===== config.mk =====
export PLATFORM = sky130hd
export DESIGN_NAME = slc_prep
export DESIGN_NICKNAME = d
export VERILOG_FILES = /design/src/sv/slc_pkg.sv /design/src/sv/slc_prep.sv
export SDC_FILE = /design/constraint.sdc
export NUM_CORES = 2
export LEC_CHECK = 0
export ABC_CLOCK_PERIOD_IN_PS = 15300
export CELL_PAD_IN_SITES_DETAIL_PLACEMENT = 1
export CELL_PAD_IN_SITES_GLOBAL_PLACEMENT = 1
export CORE_UTILIZATION = 45
export DETAILED_ROUTE_END_ITERATION = 8
export DONT_BUFFER_PORTS = 1
export GPL_ROUTABILITY_DRIVEN = 0
export PLACE_DENSITY_LB_ADDON = 0.1
export SETUP_SLACK_MARGIN = 0.3
export SLEW_MARGIN = 10
export SYNTH_ARGS = -nofsm -noshare
export SYNTH_HDL_FRONTEND = slang
export SYNTH_SLANG_ARGS = --single-unit

===== constraint.sdc =====
create_clock -name i_clk -period 15.3 [get_ports i_clk]
set_input_delay 3.06 -clock i_clk [delete_from_list [all_inputs] [get_ports i_clk]]
set_output_delay 3.06 -clock i_clk [all_outputs]
set_load 0.01 [all_outputs]

===== src/sv/slc_pkg.sv =====
`default_nettype none

package slc_pkg;

    // default build values
    localparam int ROTATION_STEPS_DEF = 16;
    localparam int FRACTION_BITS_DEF  = 8;
    localparam int ATAN_ENTRIES       = 24;

    // field widths
    localparam int HEIGHT_W = 17;
    localparam int TEMP_W   = 18;
    localparam int DIR_W    = 17;
    localparam int SPEED_W  = 17;
    localparam int OUT_W    = 23;

    // rotation datapath widths
    localparam int XY_W   = 50;
    localparam int Z_W    = 34;
    localparam int QUAD_W = 2;

    // quadrant codes
    localparam logic [QUAD_W-1:0] QUAD_0 = 2'd0;
    localparam logic [QUAD_W-1:0] QUAD_1 = 2'd1;
    localparam logic [QUAD_W-1:0] QUAD_2 = 2'd2;
    localparam logic [QUAD_W-1:0] QUAD_3 = 2'd3;

    // output saturation
    localparam int OUT_MAX = 4194303;
    localparam int OUT_MIN = -4194304;
    localparam int SAT_W   = 34;
    localparam logic signed [SAT_W-1:0] SAT_HI = SAT_W'(OUT_MAX);
    localparam logic signed [SAT_W-1:0] SAT_LO = SAT_W'(OUT_MIN);

    // atan(2^-i) in q30 radians
    localparam logic [31:0] ATAN_Q30 [ATAN_ENTRIES] = '{
        32'h3243F6A8, 32'h1DAC6705, 32'h0FADBAFC, 32'h07F56EA6,
        32'h03FEAB76, 32'h01FFD55B, 32'h00FFFAAA, 32'h007FFF55,
        32'h003FFFEA, 32'h001FFFFD, 32'h000FFFFF, 32'h0007FFFF,
        32'h0003FFFF, 32'h0001FFFF, 32'h0000FFFF, 32'h00007FFF,
        32'h00003FFF, 32'h00001FFF, 32'h00000FFF, 32'h000007FF,
        32'h000003FF, 32'h000001FF, 32'h000000FF, 32'h0000007F
    };

    // rounded r * 2^fb / 10 for one leftover tenth digit
    typedef logic [9:0][15:0] t_ten_tbl;

    // fields that ride along with a level through the rotation
    typedef struct packed {
        logic [HEIGHT_W-1:0] height;
        logic                temp_ok;
        logic [OUT_W-1:0]    temp_q;
        logic                wind_ok;
        logic [QUAD_W-1:0]   quad;
    } t_side;

    // rotation state of one level
    typedef struct packed {
        logic signed [XY_W-1:0] x;
        logic signed [XY_W-1:0] y;
        logic signed [Z_W-1:0]  z;
    } t_rot;

    function automatic t_ten_tbl ten_table(input int fb);
        t_ten_tbl tbl;
        for (int r = 0; r < 10; r++) begin
            tbl[r] = 16'(((r << fb) + 5) / 10);
        end
        return tbl;
    endfunction

    function automatic logic [OUT_W-1:0] sat_out(input logic signed [SAT_W-1:0] v);
        logic signed [SAT_W-1:0] c;
        c = v;
        if (v > SAT_HI) begin
            c = SAT_HI;
        end else if (v < SAT_LO) begin
            c = SAT_LO;
        end
        return c[OUT_W-1:0];
    endfunction

endpackage

`default_nettype wire


===== src/sv/slc_prep.sv =====
`default_nettype none

module slc_prep #(
    parameter int FRACTION_BITS = slc_pkg::FRACTION_BITS_DEF
) (
    input  wire logic                               i_clk,
    input  wire logic                               i_rst_n,
    input  wire logic                               i_valid,
    output logic                                    o_ready,
    input  wire logic        [slc_pkg::HEIGHT_W-1:0] i_height,
    input  wire logic signed [slc_pkg::TEMP_W-1:0]  i_temp,
    input  wire logic        [slc_pkg::DIR_W-1:0]   i_dir,
    input  wire logic        [slc_pkg::SPEED_W-1:0] i_speed,
    output logic                                    o_valid,
    input  wire logic                               i_ready,
    output slc_pkg::t_side                          o_side,
    output slc_pkg::t_rot                           o_rot
);

    localparam int MISSING_MARK = 99999;
    localparam logic [16:0] TEMP_RECIP = 17'd104857;  // floor(2^20 / 10)
    localparam int TEMP_SHIFT = 20;
    localparam int TEST_W     = 14;
    localparam logic [13:0] DIR_RECIP = 14'd11650;    // floor(2^22 / 360)
    localparam int DIR_SHIFT  = 22;
    localparam int DEST_W     = 9;
    localparam logic [9:0] DEG_TURN = 10'd360;
    localparam logic [8:0] DEG_Q1   = 9'd90;
    localparam logic [8:0] DEG_Q2   = 9'd180;
    localparam logic [8:0] DEG_Q3   = 9'd270;
    localparam int REM_W = 7;
    localparam logic [29:0] GAIN_Q30       = 30'd652032874;
    localparam logic [24:0] DEG_TO_RAD_Q30 = 25'd18740330;
    localparam slc_pkg::t_ten_tbl TEN_TBL = slc_pkg::ten_table(FRACTION_BITS);

    logic rdy0, rdy1, rdy2;

    // stage 0: magnitudes and reciprocal products
    logic                        n0_tneg;
    logic [slc_pkg::TEMP_W-1:0]  n0_tmag;
    logic                        n0_temp_ok;
    logic                        n0_wind_ok;
    logic [34:0]                 n0_tprod;
    logic [30:0]                 n0_dprod;

    logic                         r0_v;
    logic [slc_pkg::HEIGHT_W-1:0] r0_height;
    logic                         r0_temp_ok;
    logic                         r0_tneg;
    logic [slc_pkg::TEMP_W-1:0]   r0_tmag;
    logic [TEST_W-1:0]            r0_test;
    logic                         r0_wind_ok;
    logic [slc_pkg::DIR_W-1:0]    r0_dir;
    logic [DEST_W-1:0]            r0_dest;
    logic [slc_pkg::SPEED_W-1:0]  r0_speed;

    // stage 1: correction, temperature result, quadrant split
    logic [slc_pkg::TEMP_W-1:0]  n1_tdiff;
    logic [4:0]                  n1_trem;
    logic                        n1_tcorr;
    logic [TEST_W-1:0]           n1_ta;
    logic [4:0]                  n1_tidx;
    logic [31:0]                 n1_tq;
    logic signed [slc_pkg::SAT_W-1:0] n1_tval;
    logic [slc_pkg::OUT_W-1:0]   n1_temp_q;
    logic [slc_pkg::DIR_W-1:0]   n1_ddiff;
    logic [9:0]                  n1_dfull;
    logic [9:0]                  n1_dmod;
    logic [8:0]                  n1_d;
    logic [slc_pkg::QUAD_W-1:0]  n1_quad;
    logic [8:0]                  n1_rem9;

    logic                         r1_v;
    slc_pkg::t_side               r1_side;
    logic [REM_W-1:0]             r1_rem;
    logic [slc_pkg::SPEED_W-1:0]  r1_speed;

    // stage 2: starting vector and angle
    logic [46:0] n2_xprod;
    logic [31:0] n2_zprod;

    logic           r2_v;
    slc_pkg::t_side r2_side;
    slc_pkg::t_rot  r2_rot;

    // stage advance chain
    assign rdy2    = !r2_v || i_ready;
    assign rdy1    = !r1_v || rdy2;
    assign rdy0    = !r0_v || rdy1;
    assign o_ready = rdy0;

    // stage 0 logic
    always_comb begin
        n0_tneg    = i_temp[slc_pkg::TEMP_W-1];
        n0_tmag    = n0_tneg ? slc_pkg::TEMP_W'(-i_temp) : slc_pkg::TEMP_W'(i_temp);
        n0_temp_ok = (i_temp != slc_pkg::TEMP_W'(MISSING_MARK));
        n0_wind_ok = (i_dir != slc_pkg::DIR_W'(MISSING_MARK))
                  && (i_speed != slc_pkg::SPEED_W'(MISSING_MARK));
        n0_tprod   = 35'(n0_tmag) * 35'(TEMP_RECIP);
        n0_dprod   = 31'(i_dir) * 31'(DIR_RECIP);
    end

    // stage 1 logic
    always_comb begin
        n1_tdiff  = r0_tmag - slc_pkg::TEMP_W'(r0_test) * slc_pkg::TEMP_W'(10);
        n1_trem   = n1_tdiff[4:0];
        n1_tcorr  = (n1_trem >= 5'd10);
        n1_ta     = r0_test + TEST_W'(n1_tcorr);
        n1_tidx   = n1_tcorr ? (n1_trem - 5'd10) : n1_trem;
        n1_tq     = (32'(n1_ta) << FRACTION_BITS) + 32'(TEN_TBL[n1_tidx[3:0]]);
        n1_tval   = r0_tneg ? -$signed(slc_pkg::SAT_W'(n1_tq))
                            : $signed(slc_pkg::SAT_W'(n1_tq));
        n1_temp_q = r0_temp_ok ? slc_pkg::sat_out(n1_tval) : '0;

        n1_ddiff  = r0_dir - slc_pkg::DIR_W'(r0_dest) * slc_pkg::DIR_W'(DEG_TURN);
        n1_dfull  = n1_ddiff[9:0];
        n1_dmod   = (n1_dfull >= DEG_TURN) ? (n1_dfull - DEG_TURN) : n1_dfull;
        n1_d      = n1_dmod[8:0];
        if (n1_d >= DEG_Q3) begin
            n1_quad = slc_pkg::QUAD_3;
            n1_rem9 = n1_d - DEG_Q3;
        end else if (n1_d >= DEG_Q2) begin
            n1_quad = slc_pkg::QUAD_2;
            n1_rem9 = n1_d - DEG_Q2;
        end else if (n1_d >= DEG_Q1) begin
            n1_quad = slc_pkg::QUAD_1;
            n1_rem9 = n1_d - DEG_Q1;
        end else begin
            n1_quad = slc_pkg::QUAD_0;
            n1_rem9 = n1_d;
        end
    end

    // stage 2 logic
    always_comb begin
        n2_xprod = 47'(r1_speed) * 47'(GAIN_Q30);
        n2_zprod = 32'(r1_rem) * 32'(DEG_TO_RAD_Q30);
    end

    // valid flags
    always_ff @(posedge i_clk) begin
        if (!i_rst_n) begin
            r0_v <= 1'b0;
            r1_v <= 1'b0;
            r2_v <= 1'b0;
        end else begin
            if (rdy0) r0_v <= i_valid;
            if (rdy1) r1_v <= r0_v;
            if (rdy2) r2_v <= r1_v;
        end
    end

    // payload registers
    always_ff @(posedge i_clk) begin
        if (rdy0) begin
            r0_height  <= i_height;
            r0_temp_ok <= n0_temp_ok;
            r0_tneg    <= n0_tneg;
            r0_tmag    <= n0_tmag;
            r0_test    <= n0_tprod[TEMP_SHIFT+TEST_W-1:TEMP_SHIFT];
            r0_wind_ok <= n0_wind_ok;
            r0_dir     <= i_dir;
            r0_dest    <= n0_dprod[DIR_SHIFT+DEST_W-1:DIR_SHIFT];
            r0_speed   <= i_speed;
        end
        if (rdy1) begin
            r1_side.height  <= r0_height;
            r1_side.temp_ok <= r0_temp_ok;
            r1_side.temp_q  <= n1_temp_q;
            r1_side.wind_ok <= r0_wind_ok;
            r1_side.quad    <= n1_quad;
            r1_rem          <= n1_rem9[REM_W-1:0];
            r1_speed        <= r0_speed;
        end
        if (rdy2) begin
            r2_side  <= r1_side;
            r2_rot.x <= $signed(slc_pkg::XY_W'(n2_xprod));
            r2_rot.y <= '0;
            r2_rot.z <= $signed(slc_pkg::Z_W'(n2_zprod));
        end
    end

    assign o_valid = r2_v;
    assign o_side  = r2_side;
    assign o_rot   = r2_rot;

endmodule

`default_nettype wire


==> impl_metrics.ini <==
[status]
status = finished, violations left
failed_checks = DRC

[synth]
synth-compound-area-share = 0.0826
mappedNetlistArea_mm2 = 0.0302
async_reset_ff_frac = 0
synth-edff-count = 262
synthMuxAreaShare = 0.00170
yosys_warnings = 0
netlist_instances = 2706
synth_top_cell_by_area = edfxtp_1
synth_xor_area_frac = 0.0455
yosys.cell_count.top_type = inv_1
syn_area_per_cell_um2 = 11.2
synth_common_cells = inv_1, ha_1, fa_1
synth_ff_type = edfxtp_1
seq_area_frac_synth = 0.263
synthAdderAreaFrac = 0.449
synth_area_leaders = edfxtp_1, fa_1, ha_1, inv_1, xnor2_1
ys_seq_elements = 265
synth_top_family_by_area = adder cells
synth_top_area_share = 0.261
yosys.area_share.simple = 0.0663
yosysUniqueCellTypes = 86

[cells_and_area]
num_antenna_cells = 0
post-route-util = 0.486
drive_gt1_frac = 0.0370
stdcell_area_mm2 = 0.0321
final_nets = 3661
syn_to_final_growth_pct = 6.52

[timing]
clock_skew_ns = 0.0296
hold_ws_ns = 0.403
post-route-period-util = 0.667
worst_pin_slew_ns = 1.13
tns_ns = 0
setup_viol = 0
slew_viol_final = 0
final-hold-violation-count = 0
slew_headroom = 0.245
fin_crit_ns = 10.20
fmax_ghz = 0.0981
rsz0062_at_grt = no

[die]
die_w_um = 261
die_area_mm2 = 0.0681
ios = 253
rows = 94
die_h_um = 261
initial_core_util = 0.457
coreArea_mm2 = 0.0661

[setup_path]
cp_common_cell = fa_1
cpPeakStageDelay_ns = 0.85
path_class = input port to flop
cp_num_buf_inv = 2
arrival_ns = 10.50
end_kind = flop
critPathSlowestCell = a2111oi_0
path_max_fanout = 5
critPathLaunchType = input port
critPathTopFamily = adder cells
cp_data_required_time_ns = 15.60

[placement]
hpwl_um = 62600
place_area_mm2 = 0.0311
port_buffers = 0

[global_routing]
grt_pass1_vias = 21600
grt_pass1_wl_um = 118000
grt_start_max_net_pins = 82
grt_usage = 0.223
grt_overflow_total = 0
antenna_found_initial = 8

[cts]
numCtsBuffers = 35
hold_buffers = 0
worstSkewPairLatency_ns = 0.57
clk_pin_slew_ns = 0.05
cts_setup_buffers = 0
htree_levels = 2
cts_sinks = 265
cts_tree = done
clock_path_buffers = 3
cts-root-buf = clkbuf_16
ctsResizeCount = 0

[routing]
drtIter0Drc = 785
post-route-drc-count = 9
vias_per_cell = 5.29
wire_per_inst_um = 20.4
firstDrtPassIters = 7
ant_nets = 0
vias = 19200
wirelength_um = 73800

[worst_hold_path]
hp-class = flop to flop

[job]
drv_cap = 0
==> through the flow <==
stage / instances / worst slack [ns]
CTS: 3620 / 5.13
global route: 3620 / 4.63
floorplan: 2762 / 5.28
finish: 3620 / 5.10
detailed placement: 3560 / 4.54
global placement: 3560 / 4.65
==> cell usage in the layout, fill, tap and decap left out, types with 13 or more instances in the layout <==
cell         n
inv_1      602
ha_1       474
fa_1       381
edfxtp_1   262
xnor2_1    107
a21oi_1     94
nor2_1      86
nand2_1     69
o21ai_0     68
conb_1      57
a21o_1      46
nand3_1     41
xor2_1      35
clkbuf_16   35
nor3_1      34
and2_1      25
o21a_1      19
nand2b_1    18
o31ai_1     17
nor2b_1     15
and3_1      15
a211oi_1    14
a31oi_1     14
nand4_1     14
o211ai_1    13
==> area by class of cell <==
type                       instances  area, um2
clock buffer                      40        895
inverter                         603       2270
clock inverter                    20        194
timing repair buffer               9       67.6
multi-input combinational       1819      19700
fill                            7122      34000
tap                              864       1080
sequential                       265       7930
==> worst reg2reg max path, cell delays in order, from the launching register on <==
cell and delay [ns]:
edfxtp_1 0.61, ha_1 0.59, inv_1 0.16, fa_1 0.54
inv_1 0.07, fa_1 0.53, inv_1 0.06, fa_1 0.53
inv_1 0.05, fa_1 0.52, fa_1 0.50, ha_1 0.42
a21o_1 0.21, a21o_1 0.17, a21o_1 0.20, o31ai_1 0.21
nand2_1 0.13, o211ai_1 0.47, nand2_1 0.20, a211oi_1 0.49
o311ai_0 0.28
==> cells by family after synthesis <==
logic type      count (synthesis)
fa+ha+maj                     855
buf+inv                       678
simple gates                  380
compound gates                374
flops                         265
xor+xnor                      148
mux                             5
other cells                     1
==> metal layers <==
metal / vias up / wire [um] / GRT usage
li1: 8992 / - / -
met1: 9750 / 31100 / 0.275
met2: 289 / 37300 / 0.397
met3: 115 / 3640 / 0.0454
met4: 16 / 1660 / 0.0531
met5: - / 112 / 0
==> flip-flops by register name, indices dropped and copies added (netlist names) <==
| signal | count |
|---|---|
| r0_dir | 10 |
| r0_speed | 17 |
| r0_dest | 7 |
| r0_tneg | 1 |
| r0_height | 17 |
| r0_temp_ok | 1 |
| o_rot | 77 |
| r0_v | 1 |
| r1_v | 1 |
| r0_wind_ok | 1 |
| r1_speed | 17 |
| r0_test | 14 |
| r0_tmag | 5 |
| r1_rem | 7 |
| r1_side | 44 |
| o_valid | 1 |
| o_side | 44 |
==> path summary, 6_finish.rpt <==
check | to | depth (start not counted) | from | slack, ns
hold / removal | r1_speed[0] | 0 | r0_speed[0] | 0.40
setup reg to reg | o_rot[130] | 20 | r1_speed[8] | 8.05
setup / recovery | r0_test[12] | 26 | i_temp[2] | 5.10
hold reg to reg | r1_speed[0] | 0 | r0_speed[0] | 0.40
Power is left out: the tool's default activity adds up to more than one toggle a clock period on the data nets, which glitch-free logic cannot reach.
