**src/sv/slc_pkg.sv**
```systemverilog
`default_nettype none

package slc_pkg;

    // default build values
    localparam int ROTATION_STEPS_DEF = 16;
    localparam int FRACTION_BITS_DEF  = 8;
    localparam int ATAN_ENTRIES       = 24;

    // field widths
    localparam int HEIGHT_W = 17;
    localparam int TEMP_W   = 18;
    localparam int DIR_W    = 17;
    localparam int SPEED_W  = 17;
    localparam int OUT_W    = 23;

    // rotation datapath widths
    localparam int XY_W   = 50;
    localparam int Z_W    = 34;
    localparam int QUAD_W = 2;

    // quadrant codes
    localparam logic [QUAD_W-1:0] QUAD_0 = 2'd0;
    localparam logic [QUAD_W-1:0] QUAD_1 = 2'd1;
    localparam logic [QUAD_W-1:0] QUAD_2 = 2'd2;
    localparam logic [QUAD_W-1:0] QUAD_3 = 2'd3;

    // output saturation
    localparam int OUT_MAX = 4194303;
    localparam int OUT_MIN = -4194304;
    localparam int SAT_W   = 34;
    localparam logic signed [SAT_W-1:0] SAT_HI = SAT_W'(OUT_MAX);
    localparam logic signed [SAT_W-1:0] SAT_LO = SAT_W'(OUT_MIN);

    // atan(2^-i) in q30 radians
    localparam logic [31:0] ATAN_Q30 [ATAN_ENTRIES] = '{
        32'h3243F6A8, 32'h1DAC6705, 32'h0FADBAFC, 32'h07F56EA6,
        32'h03FEAB76, 32'h01FFD55B, 32'h00FFFAAA, 32'h007FFF55,
        32'h003FFFEA, 32'h001FFFFD, 32'h000FFFFF, 32'h0007FFFF,
        32'h0003FFFF, 32'h0001FFFF, 32'h0000FFFF, 32'h00007FFF,
        32'h00003FFF, 32'h00001FFF, 32'h00000FFF, 32'h000007FF,
        32'h000003FF, 32'h000001FF, 32'h000000FF, 32'h0000007F
    };

    // rounded r * 2^fb / 10 for one leftover tenth digit
    typedef logic [9:0][15:0] t_ten_tbl;

    // fields that ride along with a level through the rotation
    typedef struct packed {
        logic [HEIGHT_W-1:0] height;
        logic                temp_ok;
        logic [OUT_W-1:0]    temp_q;
        logic                wind_ok;
        logic [QUAD_W-1:0]   quad;
    } t_side;

    // rotation state of one level
    typedef struct packed {
        logic signed [XY_W-1:0] x;
        logic signed [XY_W-1:0] y;
        logic signed [Z_W-1:0]  z;
    } t_rot;

    function automatic t_ten_tbl ten_table(input int fb);
        t_ten_tbl tbl;
        for (int r = 0; r < 10; r++) begin
            tbl[r] = 16'(((r << fb) + 5) / 10);
        end
        return tbl;
    endfunction

    function automatic logic [OUT_W-1:0] sat_out(input logic signed [SAT_W-1:0] v);
        logic signed [SAT_W-1:0] c;
        c = v;
        if (v > SAT_HI) begin
            c = SAT_HI;
        end else if (v < SAT_LO) begin
            c = SAT_LO;
        end
        return c[OUT_W-1:0];
    endfunction

endpackage

`default_nettype wire

```
**src/sv/slc_cell.sv**
```systemverilog
`default_nettype none

module slc_cell #(
    parameter int IDX = 0
) (
    input  wire logic           i_clk,
    input  wire logic           i_rst_n,
    input  wire logic           i_valid,
    output logic                o_ready,
    input  wire slc_pkg::t_side i_side,
    input  wire slc_pkg::t_rot  i_rot,
    output logic                o_valid,
    input  wire logic           i_ready,
    output slc_pkg::t_side      o_side,
    output slc_pkg::t_rot       o_rot
);

    localparam logic signed [slc_pkg::Z_W-1:0] ATAN_I =
        $signed(slc_pkg::Z_W'(slc_pkg::ATAN_Q30[IDX]));

    logic                            rdy;
    logic signed [slc_pkg::XY_W-1:0] xs;
    logic signed [slc_pkg::XY_W-1:0] ys;
    logic                            z_pos;
    slc_pkg::t_rot                   n_rot;

    logic           r_v;
    slc_pkg::t_side r_side;
    slc_pkg::t_rot  r_rot;

    assign rdy = !r_v || i_ready;

    // one micro-rotation toward zero angle
    always_comb begin
        xs    = $signed(i_rot.x) >>> IDX;
        ys    = $signed(i_rot.y) >>> IDX;
        z_pos = !i_rot.z[slc_pkg::Z_W-1];
        if (z_pos) begin
            n_rot.x = i_rot.x - ys;
            n_rot.y = i_rot.y + xs;
            n_rot.z = i_rot.z - ATAN_I;
        end else begin
            n_rot.x = i_rot.x + ys;
            n_rot.y = i_rot.y - xs;
            n_rot.z = i_rot.z + ATAN_I;
        end
    end

    // valid flag
    always_ff @(posedge i_clk) begin
        if (!i_rst_n) begin
            r_v <= 1'b0;
        end else if (rdy) begin
            r_v <= i_valid;
        end
    end

    // rotation state and side fields
    always_ff @(posedge i_clk) begin
        if (rdy) begin
            r_side <= i_side;
            r_rot  <= n_rot;
        end
    end

    assign o_ready = rdy;
    assign o_valid = r_v;
    assign o_side  = r_side;
    assign o_rot   = r_rot;

endmodule

`default_nettype wire

```
**config.mk**
```make
export PLATFORM = sky130hd
export DESIGN_NAME = slc_cell
export DESIGN_NICKNAME = d
export VERILOG_FILES = /design/src/sv/slc_pkg.sv /design/src/sv/slc_cell.sv
export SDC_FILE = /design/constraint.sdc
export NUM_CORES = 1
export LEC_CHECK = 0
export CAP_MARGIN = 20
export CORE_ASPECT_RATIO = 2
export CORE_MARGIN = 2
export CORE_UTILIZATION = 55
export CTS_CLUSTER_SIZE = 20
export DETAILED_ROUTE_END_ITERATION = 8
export DONT_BUFFER_PORTS = 1
export PLACE_DENSITY = 0.73
export SLEW_MARGIN = 0
export SYNTH_ARGS = -nofsm -noshare
export SYNTH_HDL_FRONTEND = slang
export SYNTH_SLANG_ARGS = --single-unit
```
**constraint.sdc**
```tcl
create_clock -name i_clk -period 5.52 [get_ports i_clk]
set_input_delay 0.828 -clock i_clk [delete_from_list [all_inputs] [get_ports i_clk]]
set_output_delay 0.828 -clock i_clk [all_outputs]
set_load 0.1 [all_outputs]
```
==> metrics.log, run 1 <==
INFO  metric standby_leakage_power = 6.72 nW
INFO  metric cts_hold_buf = 0
INFO  metric rsz0062_at_grt = no
INFO  metric vias = 13320
INFO  metric slowest_delay = 850 ps
INFO  metric layout_min_cycle_time = 4050 ps
INFO  metric worst-path-max-fanout = 4
INFO  metric final.setup_skew = 7.36 ps
INFO  metric period_share = 0.734
INFO  metric grt_pass1_vias = 12603
INFO  metric grt_max_degree = 137
INFO  metric crit_slowest_cell = sky130_fd_sc_hd__o21ai_0
INFO  metric timing_worst_slew_pin_value = 1070 ps
INFO  metric gr-max-usage-layer = met2
INFO  metric finalSetupViolCount = 0
INFO  metric synth_top_area_share = 0.342
INFO  metric num_antenna_cells = 0
INFO  metric cts_tree = yes
INFO  metric power_density = 377 mW/mm^2
INFO  metric floorplan.io_pins = 362
INFO  metric arrival_time_reported_for_the_critical_path_endpoint = 4260 ps
INFO  metric place.detailed.hpwl = 35.3 mm
INFO  metric dominantRegCellSynth = sky130_fd_sc_hd__edfxtp_1
INFO  metric worst_path_clk_slew = 70 ps
INFO  metric min-delay-path-class = input port to flip-flop
INFO  metric setup.worst_path.end_class = flip-flop
INFO  metric synth.yosys.warnings = 0
INFO  metric mostFrequentLayoutCell = sky130_fd_sc_hd__a21oi_1
INFO  metric postCtsSetupBuffers = 0
INFO  metric final_cell_mix = 239 x sky130_fd_sc_hd__a21oi_1, 177 x sky130_fd_sc_hd__edfxtp_1, 176 x sky130_fd_sc_hd__ha_1
INFO  metric post_drt_wl_per_cell = 21.7 um
INFO  metric core = 0.0280 mm^2
INFO  metric place_congestion = 0.983
INFO  metric clockBufferDepth = 2
INFO  metric detailedRoute.firstIterationViolations = 1399
INFO  metric clock-root-buffer = sky130_fd_sc_hd__clkbuf_16
INFO  metric area_growth_from_synthesis_to_final_layout = 5.34%
INFO  metric overall_fraction_of_global_route_tracks_in_use = 0.302
INFO  metric cts_resized = 0
INFO  metric gr-usage-met3 = 0.0741
INFO  metric async_sr_flop_fraction = 0
INFO  metric clock_tree.htree_level_count = 4
INFO  metric maxSlewHeadroom = 0.277
INFO  metric numCtsBuffers = 17
INFO  metric std_cell_rows = 87
INFO  metric postSynthRegisterBits = 178
INFO  metric critPathMostFrequentCell = sky130_fd_sc_hd__a21oi_1
INFO  metric crit_path_start_kind = input port
INFO  metric numPortBuffers = 0
INFO  metric syn-mean-instance-area = 8.85 um^2
INFO  metric fp.dieW = 123 um
INFO  metric final_hold_viol_count = 0
INFO  metric post-synth-top-area-cell = sky130_fd_sc_hd__edfxtp_1
INFO  metric die_area = 0.0297 mm^2
INFO  metric fin_ws = 1470 ps
INFO  metric slew_violations = 0
INFO  metric mean_number_of_vias_per_cell = 6.38
INFO  metric drv.max_cap_violation_count = 0
INFO  metric fin_total_pwr = 6.18 mW
INFO  metric ir_drop = 0.000218 V
INFO  metric globalRoute.totalOverflow = 0
INFO  metric setup_slack_reg_to_reg = 2680 ps
INFO  metric timing.fmax = 247 MHz
INFO  metric use_met1 = 0.399
INFO  metric clock_insertion_delay_worst_skew = 470 ps
INFO  metric num-fill-cells = 2468
INFO  metric final_core_util = 0.586
INFO  metric syn_inst = 1758
INFO  metric detail_route.drc_violations = 0
INFO  metric timing.critical_path.cells = inv_1 > ha_1 > fa_1 > nand2b_1 > a21oi_1 > o22ai_1 > or3b_2 > a21oi_1 > nor3_1 > o21ai_0 > a21o_1 > a31oi_1 > xnor2_1
INFO  metric nets = 2082
INFO  metric dp_worst_setup_slack = 1160 ps
INFO  metric timing.critical_path.required = 5730 ps
INFO  metric detail-route-antenna-nets = 0
INFO  metric detail_route.wirelength = 45.4 mm
INFO  metric mappedNetlistArea = 0.0156 mm^2
INFO  metric ys_types = 75
INFO  metric synth_fp_nets = 2120
INFO  metric die_y = 242 um
INFO  metric finalSetupTns = 0 ps
INFO  metric outcome = complete, no violations
INFO  metric clock_sinks = 178
INFO  metric post_route_cells_drive_above_1_share = 0.0387
INFO  metric initial_core_util = 0.556
INFO  metric synth.top_cells.by_area = sky130_fd_sc_hd__edfxtp_1 34%, sky130_fd_sc_hd__ha_1 14%, sky130_fd_sc_hd__a21oi_1 7.7%
INFO  metric drt_pre_antenna_iters = 8
INFO  metric grt_antenna_before_repair = 0
INFO  metric timing_worst_setup_path_type = input port to flip-flop
INFO  metric synth.yosys.seq_area_share = 0.343
INFO  metric grt_pass1_wl = 69.5 mm
INFO  metric count_of_flip_flops_with_a_built_in_enable_after_synthesis = 177
INFO  metric met2_usage = 0.462
==> flip-flops by register name (all words and copies together) (netlist names) <==
name and cells:
o_rot 133, o_side 44, o_valid 1
==> cell usage after synthesis, types with 8 or more instances <==
library cell and instances:
sky130_fd_sc_hd__and2_1 10, sky130_fd_sc_hd__nand3_1 35, sky130_fd_sc_hd__clkbuf_1 44, sky130_fd_sc_hd__o21a_1 19, sky130_fd_sc_hd__o211ai_1 16, sky130_fd_sc_hd__a21o_1 32
sky130_fd_sc_hd__a211oi_1 16, sky130_fd_sc_hd__nor2b_1 23, sky130_fd_sc_hd__nor2_1 127, sky130_fd_sc_hd__or3_1 10, sky130_fd_sc_hd__xor2_1 15, sky130_fd_sc_hd__or2_2 9
sky130_fd_sc_hd__nor4_1 13, sky130_fd_sc_hd__nor3_1 34, sky130_fd_sc_hd__nand2_1 100, sky130_fd_sc_hd__o21ai_0 129, sky130_fd_sc_hd__a21oi_1 239, sky130_fd_sc_hd__buf_2 8
sky130_fd_sc_hd__ha_1 176, sky130_fd_sc_hd__a31oi_1 17, sky130_fd_sc_hd__nand4_1 16, sky130_fd_sc_hd__and3_1 9, sky130_fd_sc_hd__buf_1 11, sky130_fd_sc_hd__xnor2_1 108
sky130_fd_sc_hd__edfxtp_1 177, sky130_fd_sc_hd__o31ai_1 24, sky130_fd_sc_hd__mux2i_1 24, sky130_fd_sc_hd__nand2b_1 22, sky130_fd_sc_hd__inv_1 156, sky130_fd_sc_hd__o21bai_1 37
==> critical path, delay by kind of cell <==
| family | cells | cell delay, ps |
|---|---|---|
| AOI/OAI and AO/OA | 6 | 1800 |
| and+or+nand+nor | 3 | 850 |
| adders and majority gates | 2 | 600 |
| xor gates and xnor gates | 1 | 140 |
| buffers and inverters | 1 | 20 |
==> layout make-up <==
| type | instances | area (um^2) | area share |
|---|---|---|---|
| clock buffers | 17 | 425 | 0.0260 |
| flip-flops and latches | 178 | 5340 | 0.326 |
| well taps | 356 | 445 | 0.0272 |
| clock inverters | 15 | 134 | 0.00817 |
| inverters | 160 | 601 | 0.0367 |
| multi-input cells | 1355 | 9360 | 0.571 |
| repair buffers | 8 | 80.1 | 0.00489 |
==> power by group <==
group | switching (mW) | internal [mW] | total [mW]
combinational | 0.810 | 0.475 | 1.29
clock | 0.595 | 0.597 | 1.19
sequential | 1.88 | 1.82 | 3.70
total | 3.29 | 2.89 | 6.18
==> cells by family (layout without fill, tap and decap cells) <==
family | after synthesis | count (layout) | share of synthesized area
adder cells (fa/ha/maj) | 180 | 180 | 0.147
AND/OR/NAND/NOR | 429 | 429 | 0.134
flip-flops | 178 | 178 | 0.343
AO/OA/AOI/OAI | 598 | 598 | 0.235
buffers and inverters | 225 | 200 | 0.0554
multiplexers | 25 | 25 | 0.0162
XOR/XNOR | 123 | 123 | 0.0693
==> layer usage <==
metal  wire length (um)  up-vias
met5                  0        -
met4               2000        0
met3               4520      134
met2              20900      720
met1              17900     6182
li1                   -     6284
==> path summary, 6_finish.rpt <==
check | from | cells after the start | to
setup / recovery | i_rot[34] | 13 | o_rot[78]$_DFFE_PP_
hold / removal | i_rot[0] | 0 | o_rot[0]$_DFFE_PP_
setup reg to reg | o_valid$_SDFFE_PN0P_ | 2 | o_rot[122]$_DFFE_PP_
hold reg to reg | o_valid$_SDFFE_PN0P_ | 2 | o_valid$_SDFFE_PN0P_
==> stage by stage <==
step                      cell area, um^2  hold WS (ps)  std cells
after floorplan                     15600           927       1758
after detailed placement            15800           927       2057
after global placement              15800           927       2057
after CTS                           16400           438       2089
after global routing                16400           440       2089
final                               16400           454       2089
No activity file was read; power rests on OpenSTA's default activity.
==> run 2, diff against run 1 <==
==> constraint.sdc (replaced) <==
create_clock -name i_clk -period 3.58 [get_ports i_clk]
set_input_delay 0.537 -clock i_clk [delete_from_list [all_inputs] [get_ports i_clk]]
set_output_delay 0.537 -clock i_clk [all_outputs]
set_load 0.1 [all_outputs]
==> run 2 against run 1 <==
Effect of this change:
- critical path depth up 2
- sequential power increased by 54%
- highest routed layer unchanged
- clock power increased by 58%
- die area is the same
- largest power group unchanged
==> metrics.log, run 2 (synthesis results as in run 1) <==
INFO  metric initial_core_util = 0.556 (unchanged)
INFO  metric maxSlewHeadroom = 0.308 (+0.0302)
INFO  metric power_density = 559 mW/mm^2 (+48%)
INFO  metric nets = 2227 (+7.0%)
INFO  metric worst-r2r-cell-count = 2 (unchanged)
INFO  metric cellInternalPower = 4.65 mW (+61%)
INFO  metric numPortBuffers = 0 (unchanged)
INFO  metric cts_tree = yes
INFO  metric arrival_time_reported_for_the_critical_path_endpoint = 3680 ps (-580 ps)
INFO  metric std_cell_rows = 87 (unchanged)
INFO  metric core = 0.0280 mm^2 (unchanged)
INFO  metric ir_drop = 0.000539 V (+150%)
INFO  metric clock-root-buffer = sky130_fd_sc_hd__clkbuf_16
INFO  metric slew_violations = 0 (unchanged)
INFO  metric number_of_flip_flops_under_the_largest_register_name = 133 (unchanged)
INFO  metric period_share = 0.967
INFO  metric register_area = 0.00534 mm^2 (unchanged)
INFO  metric clockBufferDepth = 2 (unchanged)
INFO  metric layout_min_cycle_time = 3460 ps
INFO  metric final_hold_viol_count = 0 (unchanged)
INFO  metric setup.worst_path.end = o_rot[128]$_DFFE_PP_
INFO  metric setup.worst_path.end_class = flip-flop
INFO  metric multi_input_comb_area = 0.00938 mm^2 (+0.19%)
INFO  metric floorplan.io_pins = 362 (unchanged)
INFO  metric crit_path_start = i_rot[84]
INFO  metric post_route_cells_drive_above_1_share = 0.115 (+0.0764)
INFO  metric worst_path_clk_slew = 80 ps (about the same)
INFO  metric overall_fraction_of_global_route_tracks_in_use = 0.316 (+0.0140)
INFO  metric area_growth_from_synthesis_to_final_layout = 12.7%
INFO  metric final_cell_mix = 239 x sky130_fd_sc_hd__a21oi_1, 177 x sky130_fd_sc_hd__edfxtp_1, 176 x sky130_fd_sc_hd__ha_1
INFO  metric regToRegStartpoint = o_valid$_SDFFE_PN0P_
INFO  metric worst_hold_slack = 156 ps (-297 ps)
INFO  metric timing.fmax = 289 MHz
INFO  metric final.setup_skew = 7.66 ps (+0.299 ps)
INFO  metric drt_pre_antenna_iters = 7 (-1)
INFO  metric worst-path-max-fanout = 4 (unchanged)
INFO  metric grt_pass1_vias = 13514 (+7.2%)
INFO  metric setup_slack_reg_to_reg = 1610 ps (-1070 ps)
INFO  metric fp.dieW = 123 um (unchanged)
INFO  metric grt_max_degree = 137 (unchanged)
INFO  metric place.detailed.hpwl = 37.1 mm (+5.3%)
INFO  metric crit_path_start_kind = input port
INFO  metric power_frac_clock = 0.192 (about the same)
INFO  metric mostFrequentLayoutCell = sky130_fd_sc_hd__a21oi_1
INFO  metric min-delay-path-class = input port to flip-flop
INFO  metric num-fill-cells = 2379 (-3.6%)
INFO  metric detail-route-antenna-nets = 0 (unchanged)
INFO  metric regToRegEndpoint = o_side[12]$_DFFE_PP_
INFO  metric place_congestion = 1.01 (+2.7%)
INFO  metric globalRoute.totalOverflow = 0 (unchanged)
INFO  metric standby_leakage_power = 7.45 nW (+11%)
INFO  metric die_y = 242 um (unchanged)
INFO  metric post_drt_wl_per_cell = 21.2 um (-2.5%)
INFO  metric switching_power = 5.15 mW (+57%)
INFO  metric slowest_delay = 420 ps (-430 ps)
INFO  metric numCtsBuffers = 17 (unchanged)
INFO  metric vias = 13925 (+4.5%)
INFO  metric timing.critical_path.required = 3800 ps (-1930 ps)
INFO  metric seq_power_share = 0.582 (-0.017)
INFO  metric finalSetupViolCount = 0 (unchanged)
INFO  metric die_area = 0.0297 mm^2 (unchanged)
INFO  metric critPathMostFrequentCell = sky130_fd_sc_hd__a21oi_1
INFO  metric mean_number_of_vias_per_cell = 6.23 (-2.2%)
INFO  metric timing.critical_path.cells = inv_1 > ha_1 > fa_1 > nand2b_1 > a21oi_1 > o22ai_2 > o221ai_2 > a21oi_1 > buf_4 > o31ai_2 > buf_4 > a21oi_1 > o31ai_1 > o21ai_0 > xnor2_1
INFO  metric power.switching_fraction = 0.525 (-0.00644)
INFO  metric num_antenna_cells = 0 (unchanged)
INFO  metric timing_worst_slew_pin_value = 1040 ps (-35.4 ps)
INFO  metric detailedRoute.firstIterationViolations = 1427 (+2.0%)
INFO  metric clock_tree.htree_level_count = 4 (unchanged)
INFO  metric detail_route.drc_violations = 0 (unchanged)
INFO  metric grt_antenna_before_repair = 0 (unchanged)
INFO  metric final_core_util = 0.626 (+0.0409)
INFO  metric drv.max_cap_violation_count = 0 (unchanged)
INFO  metric detail_route.wirelength = 47.4 mm (+4.3%)
INFO  metric comb_power_share = 0.227 (+0.019)
INFO  metric timing_worst_setup_path_type = input port to flip-flop
INFO  metric clock_sinks = 178 (unchanged)
INFO  metric outcome = complete, no violations
INFO  metric grt_pass1_wl = 73.3 mm (+5.5%)
INFO  metric fin_total_pwr = 9.80 mW (+59%)
INFO  metric clock_insertion_delay_worst_skew = 460 ps (about the same)
INFO  metric crit_slowest_cell = sky130_fd_sc_hd__fa_1
==> run 2: area by class of cell <==
| class | instances | share of cell area |
|---|---|---|
| multi-input combinational | 1355 | 0.535 |
| sequential | 178 | 0.304 |
| timing repair buffer | 153 | 0.0674 |
| inverter | 160 | 0.0343 |
| tap | 356 | 0.0254 |
| clock buffer | 17 | 0.0243 |
| clock inverter | 15 | 0.00907 |
==> run 2: timing repair <==
action / in CTS / in global routing
buffers inserted: 0 / 1
pin swaps: 0 / 1
resized for setup: 1 / 3
hold buffers: 0 / 0
hold endpoints to repair: 0 / 0
endpoints found under the setup margin: 1 / 3
==> run 2: layer usage <==
metal  part of all wire  GRT usage  vias up
met1               0.40      0.411     6471
li1                   -          -     6587
met3              0.094     0.0814      127
met2               0.47      0.493      740
met5                  0          0        -
met4              0.040      0.130        0
==> run 2: worst min path at each step <==
stage                            to  depth (start not counted)       start  slack, ps
6_report       o_side[36]$_DFFE_PP_                          0  i_side[36]        160
3_3_place_gp   o_side[19]$_DFFE_PP_                          0  i_side[19]        640
3_5_place_dp   o_side[19]$_DFFE_PP_                          0  i_side[19]        640
4_1_cts        o_side[42]$_DFFE_PP_                          0  i_side[42]        140
2_1_floorplan    o_rot[0]$_DFFE_PP_                          0    i_rot[0]        640
5_1_grt        o_side[20]$_DFFE_PP_                          0  i_side[20]        140
==> run 2: critical path: cells and delay by family <==
family	cells	cell delay, ps
and+or+nand+nor	1	200
AOI/OAI and AO/OA	8	1770
buffers and inverters	3	400
xor gates and xnor gates	1	150
adders and majority gates	2	620
==> run 2: through the flow <==
stage	instance area (um^2)	instances	TNS [ps]	setup WS [ps]
final	17500	2234	0	117
after global routing	17500	2234	-27.8	-27.8
after CTS	17500	2233	0	94.1
after detailed placement	16900	2201	-5220	-481
after global placement	16900	2201	-4950	-448
after floorplan	15600	1758	0	62.6
==> run 2: power by group through the flow <==
stage          Combinational, mW  Sequential [mW]  Clock (mW)
5_1_grt                     2.41             5.74        1.99
3_3_place_gp                2.12             5.75           0
6_report                    2.22             5.70        1.88
4_1_cts                     2.16             5.71        1.93
3_5_place_dp                2.14             5.75           0
2_1_floorplan               1.49             5.66           0
